**src/rtl/core/ctb_pkg.sv**
```systemverilog
// Package for the cascading timer bank: item codes, control byte layout,
// the per-timer command and status structs and the prescale limit table.
// It depends on nothing.
package ctb_pkg;

   localparam int TIMER_COUNT_DEFAULT = 4;
   localparam int PULSE_W             = 4;
   localparam int ADDR_TIMERS         = 4;

   localparam int CTL_CASCADE_BIT = 2;
   localparam int CTL_IRQ_EN_BIT  = 6;
   localparam int CTL_RUN_BIT     = 7;

   typedef enum logic [1:0] {
      FUNC_TICK  = 2'd0,
      FUNC_WRITE = 2'd1,
      FUNC_READ  = 2'd2
   } func_type;

   typedef enum logic [1:0] {
      PRE_DIV1    = 2'd0,
      PRE_DIV64   = 2'd1,
      PRE_DIV256  = 2'd2,
      PRE_DIV1024 = 2'd3
   } prescale_type;

   typedef struct packed {
      logic        tick;
      logic        write;
      logic        ctl_sel;
      logic [15:0] data;
      logic [1:0]  be;
   } cell_cmd_type;

   typedef struct packed {
      logic        overflow;
      logic        irq;
      logic [15:0] read_word;
   } cell_stat_type;

   function automatic logic [10:0] prescale_limit(input logic [1:0] sel);
      logic [10:0] lim;
      unique case (prescale_type'(sel))
         PRE_DIV1:    lim = 11'd1;
         PRE_DIV64:   lim = 11'd64;
         PRE_DIV256:  lim = 11'd256;
         PRE_DIV1024: lim = 11'd1024;
         default:     lim = 11'd1;
      endcase
      return lim;
   endfunction

endpackage

```
**src/rtl/core/ctb_cell.sv**
```systemverilog
// One timer of the cascading timer bank: counter, reload, control byte and
// prescale phase, with the carry from the timer below. Depends on ctb_pkg.
module ctb_cell import ctb_pkg::*; (
   input  logic          clock,
   input  logic          reset,
   input  cell_cmd_type  cmd,
   input  logic          select,
   input  logic          cascade_ok,
   input  logic          carry_in,
   output cell_stat_type stat
);

   logic [15:0] counter_ff, counter_in;
   logic [15:0] reload_ff, reload_in;
   logic [7:0]  control_ff, control_in;
   logic [9:0]  prescale_ff, prescale_in;

   logic        running;
   logic        cascaded;
   logic [10:0] pc_next;
   logic        hit;
   logic        count;
   logic        wrap;
   logic [7:0]  new_ctl;
   logic        ctl_change;

   always_comb begin
      running    = control_ff[CTL_RUN_BIT];
      cascaded   = cascade_ok & control_ff[CTL_CASCADE_BIT];
      pc_next    = {1'b0, prescale_ff} + 11'd1;
      hit        = pc_next >= prescale_limit(control_ff[1:0]);
      count      = cmd.tick & running & (cascaded ? carry_in : hit);
      wrap       = count & (counter_ff == 16'hFFFF);
      new_ctl    = cmd.data[7:0];
      ctl_change = cmd.write & select & cmd.ctl_sel & cmd.be[0] & (new_ctl != control_ff);

      reload_in = reload_ff;
      if (cmd.write && select && !cmd.ctl_sel) begin
         if (cmd.be[0]) begin
            reload_in[7:0] = cmd.data[7:0];
         end
         if (cmd.be[1]) begin
            reload_in[15:8] = cmd.data[15:8];
         end
      end

      counter_in = counter_ff;
      if (count) begin
         counter_in = wrap ? reload_ff : counter_ff + 16'd1;
      end
      if (ctl_change && !running && new_ctl[CTL_RUN_BIT]) begin
         counter_in = reload_ff;
      end

      prescale_in = prescale_ff;
      if (cmd.tick && running && !cascaded) begin
         prescale_in = hit ? 10'd0 : pc_next[9:0];
      end
      if (ctl_change) begin
         prescale_in = 10'd0;
      end

      control_in = ctl_change ? new_ctl : control_ff;
   end

   always_ff @(posedge clock) begin
      if (reset) begin
         counter_ff  <= '0;
         reload_ff   <= '0;
         control_ff  <= '0;
         prescale_ff <= '0;
      end else begin
         counter_ff  <= counter_in;
         reload_ff   <= reload_in;
         control_ff  <= control_in;
         prescale_ff <= prescale_in;
      end
   end

   assign stat.overflow  = wrap;
   assign stat.irq       = wrap & control_ff[CTL_IRQ_EN_BIT];
   assign stat.read_word = cmd.ctl_sel ? {8'h00, control_ff} : counter_ff;

endmodule

```
**src/rtl/core/ctb_out_buf.sv**
```systemverilog
// Output register with a skid stage for the result channel of the timer
// bank. Depends on nothing from the package.
module ctb_out_buf #(
   parameter int WIDTH = 24
) (
   input  logic             clock,
   input  logic             reset,
   input  logic             in_valid,
   output logic             in_ready,
   input  logic [WIDTH-1:0] in_data,
   output logic             out_valid,
   input  logic             out_ready,
   output logic [WIDTH-1:0] out_data
);

   logic             out_valid_ff, out_valid_in;
   logic [WIDTH-1:0] out_data_ff, out_data_in;
   logic             skid_valid_ff, skid_valid_in;
   logic [WIDTH-1:0] skid_data_ff, skid_data_in;
   logic             fire_in;

   always_comb begin
      fire_in       = in_valid & ~skid_valid_ff;
      out_valid_in  = out_valid_ff;
      out_data_in   = out_data_ff;
      skid_valid_in = skid_valid_ff;
      skid_data_in  = skid_data_ff;
      if (!out_valid_ff || out_ready) begin
         out_valid_in  = skid_valid_ff | fire_in;
         out_data_in   = skid_valid_ff ? skid_data_ff : in_data;
         skid_valid_in = 1'b0;
      end else if (fire_in) begin
         skid_valid_in = 1'b1;
         skid_data_in  = in_data;
      end
   end

   always_ff @(posedge clock) begin
      if (reset) begin
         out_valid_ff  <= 1'b0;
         skid_valid_ff <= 1'b0;
      end else begin
         out_valid_ff  <= out_valid_in;
         skid_valid_ff <= skid_valid_in;
      end
      out_data_ff  <= out_data_in;
      skid_data_ff <= skid_data_in;
   end

   assign in_ready  = ~skid_valid_ff;
   assign out_valid = out_valid_ff;
   assign out_data  = out_data_ff;

endmodule

```
**src/rtl/core/cascading_timer_bank_top.sv**
```systemverilog
// Each item's result is registered in the output buffer. One item is accepted
// per cycle while the skid is empty; the carry ripples through the row of timer
// cells in the same cycle, and a two-deep output buffer keeps input flowing.
// Synchronous active-high reset clears all timers to zero and empties the
// output buffer. Depends on ctb_pkg, ctb_cell and ctb_out_buf.
module cascading_timer_bank_top import ctb_pkg::*; #(
   parameter int TIMER_COUNT = TIMER_COUNT_DEFAULT
) (
   input  logic        clock,
   input  logic        reset,
   input  logic        req_tvalid,
   output logic        req_tready,
   input  logic [23:0] req_tdata,  // reg_index[2:0], write_data[18:3], byte_enable[20:19]
   input  logic [1:0]  req_tuser,  // func[1:0]
   output logic        rsp_tvalid,
   input  logic        rsp_tready,
   output logic [23:0] rsp_tdata   // read_data[15:0], irq_pulses[19:16], overflow_pulses[23:20]
);

   logic                 fire;
   cell_cmd_type         cmd;
   logic [1:0]           timer_addr;
   logic                 is_read;
   logic [TIMER_COUNT-1:0] carry;
   cell_stat_type        stat [TIMER_COUNT];
   logic [TIMER_COUNT-1:0] sel;
   logic [PULSE_W-1:0]   irq_pulses;
   logic [PULSE_W-1:0]   ovf_pulses;
   logic [15:0]          read_data;
   logic [23:0]          result;

   assign fire       = req_tvalid & req_tready;
   assign timer_addr = req_tdata[2:1];

   always_comb begin
      cmd.tick    = 1'b0;
      cmd.write   = 1'b0;
      is_read     = 1'b0;
      cmd.ctl_sel = req_tdata[0];
      cmd.data    = req_tdata[18:3];
      cmd.be      = req_tdata[20:19];
      unique case (func_type'(req_tuser))
         FUNC_TICK:  cmd.tick  = fire;
         FUNC_WRITE: cmd.write = fire;
         FUNC_READ:  is_read   = 1'b1;
         default:    is_read   = 1'b0;
      endcase
   end

   assign carry[0] = 1'b0;

   for (genvar i = 0; i < TIMER_COUNT; i++) begin : g_cell
      if (i < ADDR_TIMERS) begin : g_addr
         assign sel[i] = timer_addr == 2'(i);
      end else begin : g_noaddr
         assign sel[i] = 1'b0;
      end

      ctb_cell u_cell (
         .clock      (clock),
         .reset      (reset),
         .cmd        (cmd),
         .select     (sel[i]),
         .cascade_ok (i != 0),
         .carry_in   (carry[i]),
         .stat       (stat[i])
      );

      if (i + 1 < TIMER_COUNT) begin : g_carry
         assign carry[i+1] = stat[i].overflow;
      end
   end

   for (genvar p = 0; p < PULSE_W; p++) begin : g_pulse
      if (p < TIMER_COUNT) begin : g_live
         assign irq_pulses[p] = stat[p].irq;
         assign ovf_pulses[p] = stat[p].overflow;
      end else begin : g_dead
         assign irq_pulses[p] = 1'b0;
         assign ovf_pulses[p] = 1'b0;
      end
   end

   always_comb begin
      read_data = 16'h0000;
      for (int i = 0; i < TIMER_COUNT; i++) begin
         if (is_read && sel[i]) begin
            read_data = stat[i].read_word;
         end
      end
   end

   assign result = {ovf_pulses, irq_pulses, read_data};

   ctb_out_buf #(
      .WIDTH(24)
   ) u_out_buf (
      .clock     (clock),
      .reset     (reset),
      .in_valid  (req_tvalid),
      .in_ready  (req_tready),
      .in_data   (result),
      .out_valid (rsp_tvalid),
      .out_ready (rsp_tready),
      .out_data  (rsp_tdata)
   );

endmodule

```
**config.mk**
```make
export PLATFORM = sky130hd
export DESIGN_NAME = cascading_timer_bank_top
export DESIGN_NICKNAME = d
export VERILOG_FILES = /design/src/rtl/core/ctb_pkg.sv /design/src/rtl/core/ctb_cell.sv /design/src/rtl/core/ctb_out_buf.sv /design/src/rtl/core/cascading_timer_bank_top.sv
export SDC_FILE = /design/constraint.sdc
export NUM_CORES = 1
export LEC_CHECK = 0
export BUFFER_PORTS_ARGS = -buffer_cell sky130_fd_sc_hd__buf_2
export CORE_ASPECT_RATIO = 0.9
export CORE_MARGIN = 5
export CORE_UTILIZATION = 50
export DETAILED_ROUTE_END_ITERATION = 10
export GPL_ROUTABILITY_DRIVEN = 0
export PLACE_DENSITY_LB_ADDON = 0.15
export RECOVER_POWER = 25
export SETUP_SLACK_MARGIN = 0.4
export SLEW_MARGIN = 15
export SYNTH_ARGS = -nofsm -noshare
export SYNTH_HDL_FRONTEND = slang
export SYNTH_HIERARCHICAL = 1
export SYNTH_SLANG_ARGS = --single-unit
```
**constraint.sdc**
```tcl
create_clock -name clock -period 8.1 [get_ports clock]
set_clock_uncertainty 0.15 [all_clocks]
set_input_delay 2.43 -clock clock [delete_from_list [all_inputs] [get_ports clock]]
set_output_delay 2.43 -clock clock [all_outputs]
set_load 0.1 [all_outputs]
```
== Yosys cells after proc, flatten, opt, wreduce, memory -nomap -nowiden ==
Cells that the tools add are included.
Storage, ports and cells
  bits of input ports: 30
  memories: 0
  memory bits (writable): 0
  memory bits (read-only): 0
  word-level logic and storage cells: 193
  output and inout port bits: 26
  bits in registers: 250
  bits in latches: 0
Cells by class
  multipliers: 0
  eq/ne operators: 25
  reduce and logical (&&, ||, !) cells: 61
  divide/modulo/power cells: 0
  $lt $le $gt $ge: 4
  multiplexer cells: 35
  $add $sub $neg: 8
  bitwise logic cells: 36
  shift-type cells: 0
Operator list (number)
  16-bit two-way mux: 20
  11-bit case mux with 4 select lines: 4
  16-bit by 1-bit adder with 16-bit output, second input constant: 4
  16-bit equality test, second input constant: 4
  10-bit by 1-bit adder with 11-bit output, second input constant: 4
  11-bit greater-or-equal comparator: 4
  10-bit two-way mux: 4
  1-bit AND: 33
  8-bit inequality test: 4
  1-bit logical AND: 27
  24-bit two-way mux: 1
  2-bit equality test, second input constant: 11
  2-bit AND reduction: 9
  2-bit by 1-bit equality test with 1-bit output, second input constant: 6
  2-bit logical NOT: 6
  2-bit OR reduction: 5
  1-bit logical NOT: 9
  2-bit nonzero test: 4
  1-bit two-way mux: 6
  1-bit inverter: 2
  1-bit logical OR: 1
  1-bit bitwise OR: 1

== Depth between registers and ports, before layout ==
Gate-level depths: netlist of the first run.
  word-level depth: 18
  mapped depth: 28
  gate-level depth less buffers: 22

== Cells and area by module ==
Netlist of the first run, hierarchy kept.
By module, submodules not included
  ctb_cell (g_cell[0].u_cell ...): instances 3, seq. area each 1001.0 um^2, cells each 376, area an instance 3094.2 um^2
  ctb_cell (g_cell[1].u_cell): instances 1, seq. area each 1001.0 um^2, cells each 374, area an instance 3019.1 um^2
  ctb_out_buf: instances 1, seq. area each 1481.4 um^2, cells each 83, area an instance 1893.1 um^2
  cascading_timer_bank_top: instances 1, seq. area each 0.0 um^2, cells each 66, area an instance 541.8 um^2

== Worst setup path after synthesis of the first run ==
Ideal clock, no wire load.
  path kind: in2reg
  start point: input req_tvalid
  end point: register g_cell[3].u_cell.counter_ff[7]
  path buffers: 3
  library setup time: 0.059 ns
  slack: 1.365 ns
  arrival: 6.526 ns
  required time: 7.891 ns
  cell stages on the path: 22
  cells stage by stage: nand2_1 nor3_1 nand2_1 nor2_2 o211ai_1 inv_1 buf_4 nor2_1 nor2_1 o211ai_2 inv_1 buf_4 nor2_1 nor2_2 o211ai_1 inv_1 buf_4 nor2_1 nor2_2 o211ai_1 a21oi_2 a221o_1
RTL lines
  from (decl): RTL line cascading_timer_bank_top.sv:11  | input logic req_tvalid,
  to (signal assigned): RTL line ctb_cell.sv:73  | counter_ff <= counter_in;
  to (decl): RTL line ctb_cell.sv:13  | logic [15:0] counter_ff, counter_in;

==> results.sh, run 1 <==
export IMPL_nNetsFinal=1710
export IMPL_cts_root_buffer="clkbuf_16"
export IMPL_detail_route_drc_violations=0
export IMPL_async_flop_share=0
export IMPL_min_period_over_period=0.905
export IMPL_synth_seq_cells=250
export IMPL_hpwl_um=28300
export IMPL_cts_setup_buffers=0
export IMPL_grt_total_usage=0.235
export IMPL_drv_slew=24
export IMPL_antenna_found_initial=0
export IMPL_cp_max_fo=9
export IMPL_synth_area_leaders="dfxtp_1 27%, edfxtp_1 9.8%, mux2i_1 6.4%"
export IMPL_setup_ws_ns=0.774
export IMPL_fin_tns_setup_ns=0
export IMPL_ys_warn_count=6
export IMPL_clockBufferDepth=3
export IMPL_multi_input_area_mm2=0.00852
export IMPL_dp_slack_ns=0.424
export IMPL_first_pass_iters=5
export IMPL_finalSetupViolCount=0
export IMPL_slowest_delay_ns=0.49
export IMPL_crit_chain="buf_2 > nand2_1 > nor3_1 > clkbuf_1 > nand2_1 > nor2_2 > buf_4 > o211ai_1 > inv_1 > nor2_1 > nor2_1 > o211ai_2 > inv_1 > nor2_1 > nor2_2 > buf_4 > o211ai_1 > inv_1 > nor2_1 > nor2_2 > o211ai_1 > a21oi_2 > a221o_1"
export IMPL_clkTransAtPathRegs_ns=0.06
export IMPL_die_height_um=173
export IMPL_hold_viol=0
export IMPL_synth_top_cell_area_share=0.274
export IMPL_cts_resized=0
export IMPL_synth_avg_cell_area_um2=8.93
export IMPL_wl_per_cell_um=19.5
export IMPL_peakVddDrop_mv=0.170
export IMPL_hold_class="reg -> reg"
export IMPL_fmax_mhz=136
export IMPL_synthCells=1651
export IMPL_yosys_area_top_type="dfxtp_1"
export IMPL_finalPower_mw=2.92
export IMPL_dieArea_mm2=0.0330
export IMPL_crit_path_end_kind="flop"
export IMPL_wl_um=40500
export IMPL_cts_htree_levels=1
export IMPL_initial_core_util=0.508
export IMPL_regArea_mm2=0.00549
export IMPL_post_synth_top_count_cell="nand2_1"
export IMPL_clock_sinks=250
export IMPL_area_delta_synth_final_pct=9.17
export IMPL_cts_hold_buffers=0
export IMPL_arrival_ns=7.67
export IMPL_power_per_cell_area_mw_per_mm2=181
export IMPL_numCtsBuffers=29
export IMPL_grt_max_degree=76
export IMPL_diodes=0
export IMPL_grt_pass1_wl_um=63600
export IMPL_vias=12476
export IMPL_clkLatencyLatePin_ns=0.55
export IMPL_cpMostUsedCell="nor2_1"
export IMPL_startpoint_type="input port"
export IMPL_grt_pass1_vias=11262
export IMPL_rsz0062_at_grt="no"
export IMPL_core_area_mm2=0.0290
export IMPL_layout_drive_gt1_share=0.141
export IMPL_drt_iter0_markers=1375
export IMPL_slew_headroom=-0.101
export IMPL_cts_tree="yes"
export IMPL_worstPathRequired_ns=8.44
export IMPL_io_pins=56
export IMPL_vias_per_cell=6.02
export IMPL_synth_commonest_cells="233 x nand2_1, 202 x dfxtp_1, 155 x a21oi_1"
export IMPL_numPortBuffers=52
export IMPL_cap_violations=1
export IMPL_slowest_stage="o211ai_1"
export IMPL_dieWidth_um=191
export IMPL_fillCellCount=2675
export IMPL_synth_area_mm2=0.0147
export IMPL_ant_nets=0
export IMPL_grt_overflow_total=0
export IMPL_critPathKind="in -> reg"
export IMPL_fin_util=0.555
export IMPL_power_leakage_nw=5.66
export IMPL_ys_types=81
export IMPL_seq_area_frac_synth=0.372
export IMPL_worst_slew_pin_slew_ns=1.65
export IMPL_period_needed_ns=7.33
export IMPL_ys_flop_type="dfxtp_1"
export IMPL_outcome="finished with violations"
export IMPL_violations="capacitance limit, slew limit"
export IMPL_rows=59
export IMPL_synth_edf_count=48
state kept, by name, indices dropped and copies added, names as in the netlist:
signal,flops
u_out_buf/out_valid,1
g_cell.u_cell/control_ff,32
u_out_buf/skid_valid_ff,1
g_cell.u_cell/reload_ff,64
u_out_buf/skid_data_ff,24
g_cell.u_cell/prescale_ff,40
u_out_buf/out_data,24
g_cell.u_cell/counter_ff,64
critical path: cells and delay by family:
family / cells / cell delay [ns]
compound gates: 6 / 2.08
simple gates: 10 / 1.71
buf+inv: 7 / 1.42
cell type report:
class,count,share of cell area
clock buffer,34,0.0475
clock inverter,19,0.0186
inverter,31,0.00723
multi-input combinational,1268,0.530
sequential,250,0.341
tap,396,0.0308
timing repair buffer,76,0.0254
cells by family (layout without fill, tap and decap cells):
logic type / after synthesis / after routing / synth area share
AOI/OAI and AO/OA: 380 / 380 / 0.174
xor gates and xnor gates: 57 / 57 / 0.0339
adders and majority gates: 24 / 24 / 0.0204
buffers and inverters: 144 / 160 / 0.0525
DFF: 250 / 250 / 0.372
muxes: 154 / 154 / 0.114
other: 2 / 13 / 0.000510
and+or+nand+nor: 640 / 640 / 0.233
metal layers:
layer,GRT usage,part of all wire,up-vias
li1,-,-,6035
met1,0.372,0.49,5964
met2,0.339,0.42,412
met3,0.0327,0.074,65
met4,0.0488,0.023,0
met5,0,0,-
per-stage QoR:
step	instance area, um2	instances	hold WS, ns
2_1_floorplan	14800	1662	0.282
3_3_place_gp	15100	2021	0.291
3_5_place_dp	15100	2021	0.298
4_1_cts	16100	2074	0.306
5_1_grt	16100	2074	0.326
6_report	16100	2074	0.305
final timing paths:
check	start	to	slack [ns]	cells after the start
max	req_tvalid	g_cell[3].u_cell/counter_ff[7]	0.77	23
min	g_cell[3].u_cell/reload_ff[8]	g_cell[3].u_cell/reload_ff[8]	0.30	2
max reg2reg	g_cell[0].u_cell/prescale_ff[0]	g_cell[3].u_cell/counter_ff[7]	1.73	23
min reg2reg	g_cell[3].u_cell/reload_ff[8]	g_cell[3].u_cell/reload_ff[8]	0.30	2
cell usage in the layout, fill, tap and decap left out, drive strengths merged, types with 17 or more instances in the layout:
master,count
nor2b,36
nand2,236
edfxtp,48
o211ai,29
o21ai,48
a22o,17
clkbuf,56
and3,38
mux2i,94
mux2,60
a211oi,25
nand4,32
nand2b,21
nor2,79
buf,54
inv,31
dfxtp,202
nand3,40
ha,24
a21oi,163
xor2,32
xnor2,25
nor3,35
nor4,37
report_power, final:
part | switching (mW) | internal, mW
clock network | 0.534 | 0.925
logic | 0.140 | 0.0357
registers | 0.00514 | 1.28
Note: power is estimated with default switching activity, not from simulation.
==> run 2, diff against run 1 <==
--- a/config.mk
+++ b/config.mk
@@ -5,7 +5,7 @@
 export SDC_FILE = /design/constraint.sdc
 export NUM_CORES = 1
 export LEC_CHECK = 0
-export BUFFER_PORTS_ARGS = -buffer_cell sky130_fd_sc_hd__buf_2
+export BUFFER_PORTS_ARGS = -buffer_cell sky130_fd_sc_hd__buf_4
 export CORE_ASPECT_RATIO = 0.9
 export CORE_MARGIN = 5
 export CORE_UTILIZATION = 50
==> run 2 against run 1 <==
- the flow still finishes with violations (capacitance limit, slew limit)
- register-to-register slack got worse by 0.29 ns
- clock power decreased by 8%
- global-route usage increased by 0.48 points
- flip-flop and latch count unchanged
- highest routed layer unchanged
==> results.sh, run 2 (synthesis gave the netlist of run 1 again) <==
export IMPL_outcome="finished with violations"
export IMPL_violations="capacitance limit, slew limit"
export IMPL_antenna_found_initial=0
export IMPL_cp_max_fo=9
export IMPL_fmax_mhz=136
export IMPL_ant_nets=0
export IMPL_power_per_cell_area_mw_per_mm2=176
export IMPL_layout_common_cells="233 x nand2_1, 202 x dfxtp_1, 155 x a21oi_1"
export IMPL_final_common_cell="nand2_1"
export IMPL_io_pins=56
export IMPL_area_delta_synth_final_pct=8.79
export IMPL_grt_total_usage=0.240
export IMPL_crit_path_end_kind="flop"
export IMPL_startpoint_type="input port"
export IMPL_worst_slew_pin_slew_ns=3.52
export IMPL_wl_um=40900
export IMPL_vias=12418
export IMPL_dp_slack_ns=0.175
export IMPL_grt_overflow_total=0
export IMPL_grt_pass1_vias=11353
export IMPL_numCtsBuffers=29
export IMPL_largest_registers="g_cell.u_cell/counter_ff (64), g_cell.u_cell/reload_ff (64), g_cell.u_cell/prescale_ff (40)"
export IMPL_arrival_ns=7.68
export IMPL_drt_iter0_markers=1238
export IMPL_cts_setup_buffers=0
export IMPL_hold_viol=0
export IMPL_initial_core_util=0.508
export IMPL_period_needed_ns=7.35
export IMPL_detail_route_drc_violations=0
export IMPL_hold_class="reg -> reg"
export IMPL_slew_headroom=-1.35
export IMPL_power_leakage_nw=5.62
export IMPL_grt_pass1_wl_um=64900
export IMPL_nNetsFinal=1704
export IMPL_dieArea_mm2=0.0330
export IMPL_dieWidth_um=191
export IMPL_hpwl_um=28400
export IMPL_drv_slew=73
export IMPL_min_period_over_period=0.908
export IMPL_cts_hold_buffers=0
export IMPL_fin_tns_setup_ns=0
export IMPL_core_area_mm2=0.0290
export IMPL_cts_tree="yes"
export IMPL_cap_violations=1
export IMPL_setup_ws_ns=0.749
export IMPL_diodes=0
export IMPL_worstPathRequired_ns=8.43
export IMPL_die_height_um=173
export IMPL_vias_per_cell=6.01
export IMPL_wl_per_cell_um=19.8
export IMPL_cts_htree_levels=1
export IMPL_clkTransAtPathRegs_ns=0.06
export IMPL_grt_max_degree=73
export IMPL_numPortBuffers=52
export IMPL_rows=59
export IMPL_rrSetupSlack_ns=1.44
export IMPL_clkLatencyLatePin_ns=0.54
export IMPL_peakVddDrop_mv=0.157
export IMPL_cts_root_buffer="clkbuf_16"
export IMPL_rsz0062_at_grt="no"
export IMPL_layout_drive_gt1_share=0.135
export IMPL_clock_sinks=250
export IMPL_finalSetupViolCount=0
export IMPL_clockBufferDepth=3
export IMPL_first_pass_iters=5
export IMPL_critPathKind="in -> reg"
## run 2: cell count changes in the layout (fill, tap and decap cells not counted)
cell        before  now
clkinv_1         3    4
nor3_1          31   30
and2_1          13   15
o22ai_1         14   15
and2_0           2    0
clkbuf_1        25   28
o22ai_2          2    1
clkinvlp_4       3    2
clkbuf_4         0    1
bufinv_16        8    5
nor3_2           4    5
buf_2           32    0
buf_4           22   46
## run 2: path summary, 6_finish.rpt
check | startpoint | end | cells after the start
setup / recovery | req_tvalid | g_cell[3].u_cell/counter_ff[7] | 21
hold / removal | g_cell[1].u_cell/reload_ff[4] | g_cell[1].u_cell/reload_ff[4] | 2
setup reg to reg | g_cell[0].u_cell/prescale_ff[0] | g_cell[3].u_cell/counter_ff[7] | 23
hold reg to reg | g_cell[1].u_cell/reload_ff[4] | g_cell[1].u_cell/reload_ff[4] | 2
## run 2: critical path, stage by stage
cell and delay [ns]:
buf_4 0.09, nand2_1 0.09, nor3_2 0.42, nand2_1 0.25
nor2_2 0.20, o211ai_1 0.35, inv_1 0.31, nor2_1 0.08
nor2_1 0.29, o211ai_2 0.29, inv_1 0.21, nor2_1 0.07
nor2_2 0.08, buf_4 0.20, o211ai_1 0.44, inv_1 0.25
nor2_1 0.08, nor2_2 0.34, o211ai_1 0.47, a21oi_2 0.51
a221o_1 0.22
## run 2: power breakdown
| part | leakage (nW) | switching (mW) | internal (mW) |
|---|---|---|---|
| logic | 3.05 | 0.140 | 0.0393 |
| clock network | 0.474 | 0.521 | 0.829 |
| registers | 2.09 | 0.00548 | 1.28 |
## run 2: timing repair
action                                 CTS  global route
resized for setup                        0             1
endpoints found under the hold margin    0             0
setup endpoints to repair                0             7
## run 2: area by class of cell
type                            count  area (um2)
Clock buffer                       36         772
Multi-Input combinational cell   1268        8520
Fill cell                        2660       13000
Sequential cell                   250        5490
Tap cell                          396         495
Inverter                           31         116
Clock inverter                     16         205
Timing Repair Buffer               70         439
## run 2: stage by stage
step	std cells	hold slack, ns	instance area (um2)	total power [mW]	util
2_1_floorplan	1662	0.282	14800	1.43	-
3_3_place_gp	2015	0.294	15100	1.49	0.522
3_5_place_dp	2015	0.298	15100	1.49	0.522
4_1_cts	2067	0.306	16100	2.84	0.556
5_1_grt	2067	0.328	16000	2.90	0.553
6_report	2067	0.307	16000	2.81	0.553
## run 2: per-layer routing
metal | share of wire | global-route usage | up-vias | wire (um)
li1 | - | - | 6032 | -
met1 | 0.49 | 0.381 | 5943 | 20100
met2 | 0.42 | 0.347 | 393 | 17300
met3 | 0.072 | 0.0365 | 50 | 2950
met4 | 0.015 | 0.0404 | 0 | 630
met5 | 0 | 0 | - | 0
